==> src/rtl/lfu_pkg.sv <==
// shared types and constants for the lfu page replacement block
`default_nettype none

package lfu_pkg;

	localparam int PAGE_W       = 16;
	localparam int COUNT_W      = 16;
	localparam int CAP_W        = 4;
	localparam int CAPACITY_DEF = 8;

	localparam logic [COUNT_W-1:0] COUNT_MAX   = '1;
	localparam logic [COUNT_W-1:0] COUNT_FIRST = COUNT_W'(1);
	localparam logic [CAP_W-1:0]   CAP_RESET   = CAP_W'(4);

	typedef struct packed {
		logic [PAGE_W-1:0]  page;
		logic [COUNT_W-1:0] count;
	} entry_t;

	typedef enum logic [2:0] {
		ST_IDLE,
		ST_SCAN,
		ST_MIN,
		ST_SHIFT,
		ST_APPEND,
		ST_HIT
	} lfu_state_t;

endpackage

`default_nettype wire

==> src/rtl/lfu_page_replacement.sv <==
// lfu page replacement table: top level with capacity register
// sequence: a hit scans up to the matching entry and then updates its count; a miss scans every entry,
// skipped on an empty table, then if full scans for the lowest-indexed entry with the least count,
// shifts the entries after that victim down, and appends the new page with count one
// throughput: one access at a time, set by the single read port of the table walked per entry
// reset clears the occupancy count and sets capacity to 4; table contents are not cleared
`default_nettype none

module lfu_page_replacement
	import lfu_pkg::*;
#(
	parameter int CAPACITY = CAPACITY_DEF
) (
	input  wire logic               clk,
	input  wire logic               arst_n,
	input  wire logic               cfg_valid,
	output logic                    cfg_ready,
	input  wire logic [CAP_W-1:0]   capacity,
	input  wire logic               in_valid,
	output logic                    in_ready,
	input  wire logic [PAGE_W-1:0]  page_number,
	output logic                    out_valid,
	input  wire logic               out_ready,
	output logic                    hit,
	output logic                    evicted,
	output logic [PAGE_W-1:0]       victim_page,
	output logic [COUNT_W-1:0]      victim_count,
	output logic [COUNT_W-1:0]      access_count
);

	localparam int AW = (CAPACITY > 1) ? $clog2(CAPACITY) : 1;
	localparam int CW = $clog2(CAPACITY + 1);

	logic [CAP_W-1:0] capacity_q;
	logic             mem_we;
	logic [AW-1:0]    mem_waddr;
	entry_t           mem_wdata;
	logic [AW-1:0]    mem_raddr;
	entry_t           mem_rdata;

	assign cfg_ready = 1'b1;

	always_ff @(posedge clk or negedge arst_n) begin
		if (!arst_n) begin
			capacity_q <= CAP_RESET;
		end else if (cfg_valid && cfg_ready) begin
			capacity_q <= capacity;
		end
	end

	lfu_ctrl #(
		.CAPACITY(CAPACITY),
		.AW(AW),
		.CW(CW)
	) u_ctrl (
		.clk(clk),
		.arst_n(arst_n),
		.capacity(capacity_q),
		.in_valid(in_valid),
		.in_ready(in_ready),
		.page_number(page_number),
		.out_valid(out_valid),
		.out_ready(out_ready),
		.hit(hit),
		.evicted(evicted),
		.victim_page(victim_page),
		.victim_count(victim_count),
		.access_count(access_count),
		.mem_we(mem_we),
		.mem_waddr(mem_waddr),
		.mem_wdata(mem_wdata),
		.mem_raddr(mem_raddr),
		.mem_rdata(mem_rdata)
	);

	lfu_table #(
		.DEPTH(CAPACITY),
		.AW(AW)
	) u_table (
		.clk(clk),
		.we(mem_we),
		.waddr(mem_waddr),
		.wdata(mem_wdata),
		.raddr(mem_raddr),
		.rdata(mem_rdata)
	);

endmodule

`default_nettype wire

==> src/rtl/lfu_table.sv <==
// resident page table memory, one write and one registered read per cycle
`default_nettype none

module lfu_table
	import lfu_pkg::*;
#(
	parameter int DEPTH = CAPACITY_DEF,
	parameter int AW    = (DEPTH > 1) ? $clog2(DEPTH) : 1
) (
	input  wire logic          clk,
	input  wire logic          we,
	input  wire logic [AW-1:0] waddr,
	input  wire entry_t        wdata,
	input  wire logic [AW-1:0] raddr,
	output entry_t             rdata
);

	entry_t mem_q [DEPTH];

	always_ff @(posedge clk) begin
		if (we) begin
			mem_q[waddr] <= wdata;
		end
	end

	always_ff @(posedge clk) begin
		rdata <= mem_q[raddr];
	end

endmodule

`default_nettype wire

==> src/rtl/lfu_ctrl.sv <==
// sequencer and shared compare datapath for match scan, minimum scan and compaction
`default_nettype none

module lfu_ctrl
	import lfu_pkg::*;
#(
	parameter int CAPACITY = CAPACITY_DEF,
	parameter int AW       = (CAPACITY > 1) ? $clog2(CAPACITY) : 1,
	parameter int CW       = $clog2(CAPACITY + 1)
) (
	input  wire logic               clk,
	input  wire logic               arst_n,
	input  wire logic [CAP_W-1:0]   capacity,
	input  wire logic               in_valid,
	output logic                    in_ready,
	input  wire logic [PAGE_W-1:0]  page_number,
	output logic                    out_valid,
	input  wire logic               out_ready,
	output logic                    hit,
	output logic                    evicted,
	output logic [PAGE_W-1:0]       victim_page,
	output logic [COUNT_W-1:0]      victim_count,
	output logic [COUNT_W-1:0]      access_count,
	output logic                    mem_we,
	output logic [AW-1:0]           mem_waddr,
	output entry_t                  mem_wdata,
	output logic [AW-1:0]           mem_raddr,
	input  wire entry_t             mem_rdata
);

	localparam int EW = (CW > CAP_W) ? CW : CAP_W;

	lfu_state_t         state_q, state_d;
	logic [PAGE_W-1:0]  page_q;
	logic [CW-1:0]      idx_q;
	logic [CW-1:0]      used_q;
	logic               pend_s1;
	logic [CW-1:0]      pidx_s1;
	logic [CW-1:0]      hidx_q;
	logic [COUNT_W-1:0] hcnt_q;
	logic [CW-1:0]      vidx_q;
	entry_t             vic_q;
	logic               evict_q;
	logic               out_valid_q;

	logic               in_fire;
	logic               issue;
	logic               match;
	logic               last;
	logic               vic_upd;
	logic [CW-1:0]      vidx_fin;
	logic               shift_done;
	logic [CW-1:0]      used_m1;
	logic [CW-1:0]      pidx_m1;
	logic [EW-1:0]      cap_x;
	logic [EW-1:0]      eff_cap;
	logic               full;
	logic [COUNT_W-1:0] hcnt_inc;

	// effective capacity and occupancy test
	always_comb begin
		cap_x = EW'(capacity);
		eff_cap = cap_x;
		if (cap_x == '0) begin
			eff_cap = EW'(1);
		end
		if (cap_x > EW'(CAPACITY)) begin
			eff_cap = EW'(CAPACITY);
		end
		full = EW'(used_q) >= eff_cap;
	end

	assign in_ready   = (state_q == ST_IDLE) && (!out_valid_q || out_ready);
	assign in_fire    = in_valid && in_ready;
	assign used_m1    = used_q - CW'(1);
	assign pidx_m1    = pidx_s1 - CW'(1);
	assign issue      = ((state_q == ST_SCAN) || (state_q == ST_MIN) || (state_q == ST_SHIFT))
		&& (idx_q < used_q);
	assign match      = pend_s1 && (mem_rdata.page == page_q);
	assign last       = pend_s1 && (pidx_s1 == used_m1);
	assign vic_upd    = pend_s1 && ((pidx_s1 == '0) || (mem_rdata.count < vic_q.count));
	assign vidx_fin   = vic_upd ? pidx_s1 : vidx_q;
	assign shift_done = !issue && !pend_s1;
	assign hcnt_inc   = (hcnt_q == COUNT_MAX) ? COUNT_MAX : hcnt_q + COUNT_W'(1);

	// next state
	always_comb begin
		state_d = state_q;
		case (state_q)
			ST_IDLE: begin
				if (in_fire) begin
					state_d = (used_q == '0) ? ST_APPEND : ST_SCAN;
				end
			end
			ST_SCAN: begin
				if (match) begin
					state_d = ST_HIT;
				end else if (last) begin
					state_d = full ? ST_MIN : ST_APPEND;
				end
			end
			ST_MIN: begin
				if (last) begin
					state_d = ST_SHIFT;
				end
			end
			ST_SHIFT: begin
				if (shift_done) begin
					state_d = ST_APPEND;
				end
			end
			ST_APPEND: state_d = ST_IDLE;
			ST_HIT:    state_d = ST_IDLE;
			default:   state_d = ST_IDLE;
		endcase
	end

	// table port controls
	always_comb begin
		mem_raddr = idx_q[AW-1:0];
		mem_we    = 1'b0;
		mem_waddr = pidx_m1[AW-1:0];
		mem_wdata = mem_rdata;
		case (state_q)
			ST_SHIFT: begin
				mem_we = pend_s1;
			end
			ST_APPEND: begin
				mem_we          = 1'b1;
				mem_waddr       = used_q[AW-1:0];
				mem_wdata.page  = page_q;
				mem_wdata.count = COUNT_FIRST;
			end
			ST_HIT: begin
				mem_we          = 1'b1;
				mem_waddr       = hidx_q[AW-1:0];
				mem_wdata.page  = page_q;
				mem_wdata.count = hcnt_inc;
			end
			default: begin
				mem_we = 1'b0;
			end
		endcase
	end

	always_ff @(posedge clk or negedge arst_n) begin
		if (!arst_n) begin
			state_q     <= ST_IDLE;
			used_q      <= '0;
			pend_s1     <= 1'b0;
			out_valid_q <= 1'b0;
		end else begin
			state_q <= state_d;
			pend_s1 <= issue;
			if (out_valid_q && out_ready) begin
				out_valid_q <= 1'b0;
			end
			if (state_q == ST_SHIFT && shift_done) begin
				used_q <= used_m1;
			end
			if (state_q == ST_APPEND) begin
				used_q      <= used_q + CW'(1);
				out_valid_q <= 1'b1;
			end
			if (state_q == ST_HIT) begin
				out_valid_q <= 1'b1;
			end
		end
	end

	// datapath registers
	always_ff @(posedge clk) begin
		pidx_s1 <= idx_q;
		if (issue) begin
			idx_q <= idx_q + CW'(1);
		end
		case (state_q)
			ST_IDLE: begin
				if (in_fire) begin
					page_q  <= page_number;
					idx_q   <= '0;
					evict_q <= 1'b0;
				end
			end
			ST_SCAN: begin
				if (match) begin
					hidx_q <= pidx_s1;
					hcnt_q <= mem_rdata.count;
				end else if (last) begin
					idx_q   <= '0;
					evict_q <= full;
				end
			end
			ST_MIN: begin
				if (vic_upd) begin
					vic_q  <= mem_rdata;
					vidx_q <= pidx_s1;
				end
				if (last) begin
					idx_q <= vidx_fin + CW'(1);
				end
			end
			ST_APPEND: begin
				hit          <= 1'b0;
				evicted      <= evict_q;
				victim_page  <= evict_q ? vic_q.page : '0;
				victim_count <= evict_q ? vic_q.count : '0;
				access_count <= COUNT_FIRST;
			end
			ST_HIT: begin
				hit          <= 1'b1;
				evicted      <= 1'b0;
				victim_page  <= '0;
				victim_count <= '0;
				access_count <= hcnt_inc;
			end
			default: begin
			end
		endcase
	end

	assign out_valid = out_valid_q;

endmodule

`default_nettype wire

==> config.mk <==
export PLATFORM = sky130hd
export DESIGN_NAME = lfu_page_replacement
export DESIGN_NICKNAME = d
export VERILOG_FILES = /design/src/rtl/lfu_pkg.sv /design/src/rtl/lfu_page_replacement.sv /design/src/rtl/lfu_table.sv /design/src/rtl/lfu_ctrl.sv
export SDC_FILE = /design/constraint.sdc
export NUM_CORES = 1
export LEC_CHECK = 0
export BUFFER_PORTS_ARGS = -buffer_cell sky130_fd_sc_hd__buf_2
export CAP_MARGIN = 20
export CORE_UTILIZATION = 50
export CTS_CLUSTER_DIAMETER = 200
export CTS_CLUSTER_SIZE = 14
export DETAILED_ROUTE_END_ITERATION = 10
export PLACE_DENSITY = 0.66
export SETUP_SLACK_MARGIN = 0.4
export SYNTH_ARGS = -nofsm -noshare
export SYNTH_HDL_FRONTEND = slang
export SYNTH_HIERARCHICAL = 1
export SYNTH_SLANG_ARGS = --single-unit
==> constraint.sdc <==
create_clock -name clk -period 7.9 [get_ports clk]
set_clock_uncertainty 0.2 [all_clocks]
set_input_delay 1.975 -clock clk [delete_from_list [all_inputs] [get_ports clk]]
set_output_delay 1.975 -clock clk [all_outputs]
set_load 0.02 [all_outputs]
Word-level counts from Yosys, hierarchy flattened
Memories as Yosys holds them, arrays and structs flattened. A register that Yosys moved wholly into a read port is not among the register bits.
Cells that the tools add are included.
{"block": "word_totals", "ff_bits": 143, "ramBits": 256, "input_bits": 25, "out_inout_bits": 53, "memories": 1}
{"name": "u_table.mem_q", "words": 8, "width": 32, "rd": 1, "rd_ports_with_merged_regs": 1, "write_ports": 1, "line_no": "lfu_table.sv:18", "source": "entry_t mem_q [DEPTH];"}
{"block": "op_classes", "n_addsub": 6, "n_lt_le_gt_ge": 4, "eq_ne": 14, "n_mux": 39, "n_reduce_logical": 30}
{"cell": "case mux 16 bit (2 select lines)", "count": 3}
{"cell": "case mux 32 bit (2 select lines)", "count": 1}
{"cell": "2-to-1 mux 16 bit", "count": 3}
{"cell": "2-to-1 mux 4 bit", "count": 10}
{"cell": "2-to-1 mux 3 bit", "count": 7}
{"cell": "adder 16 x 1 -> 16 bit, second input constant", "count": 1}
{"cell": "== test 16 bit", "count": 1}
{"cell": "== test 16 bit, second input constant", "count": 1}
{"cell": "< comparator 16 bit", "count": 1}
{"cell": "adder 4 x 1 -> 4 bit, second input constant", "count": 3}
{"cell": "logical NOT 4 bit", "count": 3}
{"cell": "case mux 3 bit (4 select lines)", "count": 1}
{"cell": "case mux 4 bit (3 select lines)", "count": 1}
{"cell": "logical AND 1 bit", "count": 9}
{"cell": "2-to-1 mux 1 bit", "count": 8}
{"cell": "inequality test 2 x 1 -> 1 bit, second input constant", "count": 4}
{"cell": "case mux 1 bit (2 select lines)", "count": 4}
{"cell": "AND reduction 4 bit", "count": 2}
{"cell": "== test 3 x 2 -> 1 bit, second input constant", "count": 2}
{"cell": "== test 3 bit, second input constant", "count": 2}
{"cell": "case mux 3 bit (2 select lines)", "count": 1}
{"cell": "AND reduction 2 bit", "count": 3}
{"cell": "nonzero test 2 bit", "count": 3}
{"cell": "== test 4 bit", "count": 1}
{"cell": "other kinds (13)", "count": 18}

Logic depth before layout (Yosys ltp)
{"block": "logic_depth", "depth_word": 9, "depth_mapped": 11, "depth_no_buf": 11}

Hierarchy
Netlist, hierarchy kept.
{"module": "lfu_table", "n_inst": 1, "cells_per_inst": 415, "area_per_inst_um2": 10466.3, "seq_area_each_um2": 8328.0}
{"module": "lfu_ctrl", "n_inst": 1, "cells_per_inst": 541, "area_per_inst_um2": 6602.6, "seq_area_each_um2": 4048.9}
{"module": "lfu_page_replacement", "n_inst": 1, "cells_per_inst": 10, "area_per_inst_um2": 157.7, "seq_area_each_um2": 101.3}

Worst setup path after synthesis
Ideal clock, no wire load.
{"block": "synth_timing", "kind": "flip-flop to flip-flop", "from": "register u_ctrl.state_q[2]", "to": "memory u_table/mem_q[0][0] (netlist bit) (enable)", "setup_time_ps": 461, "arrival_time_ps": 5118, "required_time_ps": 7239, "path_slack_ps": 2121, "stages_incl_launch_ff": 8, "path_buffers": 3, "path_cell_list": "dfrtp_1 -> clkbuf_1 -> nand2b_1 -> buf_2 -> inv_1 -> clkbuf_1 -> a21oi_1 -> nor3_1"}
{"block": "synth_between", "elab_cells_between_ends": 8, "classes_between": "eq/ne: 3; mux: 4; reduce/logical: 1"}
{"item": "start, declared", "line_no": "lfu_ctrl.sv:33", "source": "lfu_state_t state_q, state_d;"}
{"item": "start signal, assigned", "line_no": "lfu_ctrl.sv:153", "source": "state_q <= state_d;"}
{"item": "== test 3 bit", "line_no": "lfu_ctrl.sv:124", "source": "case (state_q)"}
{"item": "case mux 3 bit (2 select lines) (*)", "line_no": "lfu_ctrl.sv:124"}
{"item": "via mem_waddr[0]", "line_no": "lfu_page_replacement.sv:36", "source": "logic [AW-1:0] mem_waddr;"}
{"item": "end, declared", "line_no": "lfu_table.sv:18"}
Mark *: on every way through the listed nets, which the timed path passes. The rest lies on a longest branch.

Worst setup path in the final report
{"block": "layout_timing", "from": "input port out_ready", "to": "output port in_ready"}
{"block": "layout_between", "elab_chain_cells": 2}
{"item": "start, declared", "line_no": "lfu_page_replacement.sv:23", "source": "input wire logic out_ready,"}
{"item": "logical OR 1 bit", "line_no": "lfu_ctrl.sv:73", "source": "assign in_ready = (state_q == ST_IDLE) && (!out_valid_q || out_ready);"}
{"item": "logical AND 1 bit", "line_no": "lfu_ctrl.sv:73"}
{"item": "end, declared", "line_no": "lfu_page_replacement.sv:20", "source": "output logic in_ready,"}
Every way passes these cells.

==> key figures <==
Status
  – Status: finished, final reports clean

Global route
  – First-pass GRT wire length: 51700 µm
  – Vias in the first global route: 8803
  – Initial antenna violation count: 1
  – Grt total ovfl: 0
  – GRT Resource Usage Total: 0.196
  – Largest net degree at the start of global routing: 69

Clock tree
  – Number of setup buffers added after CTS: 0
  – Post-CTS sizing: 0
  – Clock-pin slew on the worst setup and hold paths: 0.07 ns
  – Longest Clk Path Bufs: 3
  – Clock sink total: 431
  – TritonCTS clock tree: built
  – CTS buffer count: 36
  – Post-CTS Hold Fix Bufs: 0
  – Clock Latency Late Sink: roughly 0.53 ns
  – Max H-tree Level: 2
  – CTS Root Cell: clkbuf_16

Placed design
  – Port bufs: 76
  – Gpl congestion: 0.783
  – Area post-placement: approximately 18000 µm²
  – HPWL after DPL: 19900 µm
  – DP Worst Slack: roughly 3.2 ns

Logic synthesis
  – Prevailing post-synth register cell: edfxtp_1
  – Biggest area consumer among synthesized cells: edfxtp_1
  – Seq cells post-synth: 431
  – Area share of the largest cell type after synthesis: 0.659
  – Synth unique cells: 59
  – Synth top cells by count: edfxtp_1 (378), nand2_1 (77), dfxtp_1 (40), mux4_1 (40), mux2_2 (37)
  – EDFF count, synth: 378
  – YS warnings: 6
  – Count leader, synth: edfxtp_1
  – Synthesized cell area: around 17000 µm²
  – Asr flop ratio synth: 0.0302
  – Sequential fraction of the synthesis area: 0.724
  – Syn nets: 1020
  – Top post-synthesis cells by area: edfxtp_1 (66%), mux4_1 (6.1%), dfxtp_1 (4.6%), mux4_2 (3.1%), mux2_2 (2.4%)
  – Gate Count Post-Synth: 966
  – Syn_area_per_cell: 17.8 µm²

Floorplan
  – Die Wd: between 150 and 200 µm
  – Die height: 188 µm
  – Num rows: 67
  – Full die area: 35200 µm²
  – Core area: roughly 34000 µm²
  – # IOs: 78
  – Starting density of the core: 0.511

STA
  – Final TNS setup: 0 ns
  – Max_slew headroom: 0.316
  – Final hold vios: 0
  – Fin crit period: 4.73 ns
  – Final period utilization: 0.599
  – Worst setup margin: 3.17 ns
  – Worst-Margin Slew: 1.02 ns
  – RSZ-0062 raised after global routing: no
  – Peak Freq: 211 MHz
  – Final setup vio count: 0
  – Slew Limit Fails: 0

Detailed routing
  – Initial DRC Count: 557
  – Routed via count: 8636
  – DRT antenna net count: 0
  – WL final: 33700 µm
  – Total iterations of the first detailed-routing run: 5
  – DRC violations left: 0
  – Vias/cell: 5.64
  – WL/cell: 22.0 µm

Critical path
  – Arr. time, crit path: 2.55 ns
  – R2r startpoint: u_ctrl/state_q[2]
  – Reg2Reg Setup Slack: 4.18 ns
  – Crit Path Max Fanout: 3
  – Crit path from: out_ready
  – R2R cell count: 5
  – CP Capture Point: in_ready
  – Type of origin of the critical path: input pin
  – Crit path required time: 5.73 ns
  – Crit path kind: in -> out
  – Critical R2R Capture: u_table/mem_q[4][11]
  – CP endpoint kind: output port

Cells and area
  – Area grow syn2layout: 11.5%
  – Final #Nets: 1110
  – Layout cells sized above 1: 0.210
  – Multi-input gate area: 4450 µm²
  – Core Util, Final: 0.570
  – Fin area: slightly below 20000 µm²
  – Inserted Diodes: 0
  – Fillers: 2581
  – FF/Latch Area: 12500 µm²

Job
  – Max_cap viols: 0

Power
  – Power per cell area: approximately 370 nW/µm²
  – Leakage: 6.80 nW
  – Peak supply drop: 163 µV

Hold path
  – Worst Hold Class: reg -> reg
==> stage by stage <==
stage / power (mW) / hold slack (ns) / cells
floorplan: 4.89 / 0.167 / 966
global placement: 5.43 / 0.185 / 1465
detailed placement: 5.48 / 0.183 / 1465
CTS: 7.13 / 0.189 / 1530
global route: 7.42 / 0.215 / 1531
finish: 7.06 / 0.202 / 1531
==> worst min-delay path by stage <==
stage,start,endpoint,slack (ns),cells after the start
floorplan,u_ctrl/idx_q[3],u_ctrl/pidx_s1[3],0.17,0
global placement,u_ctrl/idx_q[3],u_ctrl/pidx_s1[3],0.18,0
detailed placement,u_ctrl/idx_q[3],u_ctrl/pidx_s1[3],0.18,0
CTS,u_ctrl/idx_q[3],u_ctrl/pidx_s1[3],0.19,0
global route,u_ctrl/idx_q[3],u_ctrl/pidx_s1[3],0.21,0
finish,u_ctrl/idx_q[3],u_ctrl/pidx_s1[3],0.20,0
==> power breakdown <==
group	total [mW]	switching, mW	internal [mW]
registers	3.55	0.318	3.23
clock network	1.65	0.753	0.900
logic	1.86	1.10	0.757
==> flip-flops by register name (all words and copies together), names as in the netlist, 16 cells and up <==
name                 flops
u_table/mem_q          256
u_ctrl/vic_q            32
u_table/rdata           32
u_ctrl/access_count     16
u_ctrl/hcnt_q           16
u_ctrl/page_q           16
u_ctrl/victim_count     16
u_ctrl/victim_page      16
==> cells by family after synthesis <==
kind of cell / Yosys count / share of synthesized area
flops: 431 / 0.724
simple gates: 205 / 0.0592
mux: 106 / 0.120
compound gates: 76 / 0.0326
buf+inv: 75 / 0.0209
xor+xnor: 43 / 0.0219
fa+ha+maj: 29 / 0.0211
other cells: 1 / 0.000218
==> layout by cell type, fill, tap and decap left out, drive strengths merged, types with 4 or more instances in the layout <==
cell / netlist / routed
a211oi: 7 / 7
a21o: 18 / 18
a21oi: 22 / 22
and3: 34 / 34
buf: 25 / 94
clkbuf: 17 / 63
dfrtp: 12 / 12
dfxtp: 40 / 40
edfxtp: 378 / 378
ha: 29 / 29
inv: 33 / 33
mux2: 38 / 38
mux2i: 4 / 4
mux4: 64 / 64
nand2: 78 / 78
nand2b: 10 / 10
nand3: 15 / 15
nand4: 11 / 11
nor2: 33 / 33
nor3: 8 / 8
o21ai: 11 / 11
o22ai: 5 / 5
xnor2: 30 / 30
xor2: 13 / 13
==> routing by layer <==
layer,vias up,GRT usage,wire (µm)
li1,3942,-,-
met1,4417,0.276,15100
met2,228,0.319,16200
met3,49,0.0299,1700
met4,0,0.0591,714
met5,-,0,0
==> critical path, stage by stage <==
cell	delay, ns
buf_2	0.09
nand2b_1	0.15
and3b_1	0.18
buf_2	0.15
==> final cells by class <==
class,count,share of cell area
clock buffers,63,0.0544
clock inverters,2,0.00111
inverters,33,0.00645
multi-input cells,460,0.232
flip-flops and latches,431,0.650
well taps,448,0.0292
repair buffers,94,0.0272
No activity file was read; power rests on OpenSTA's default activity.
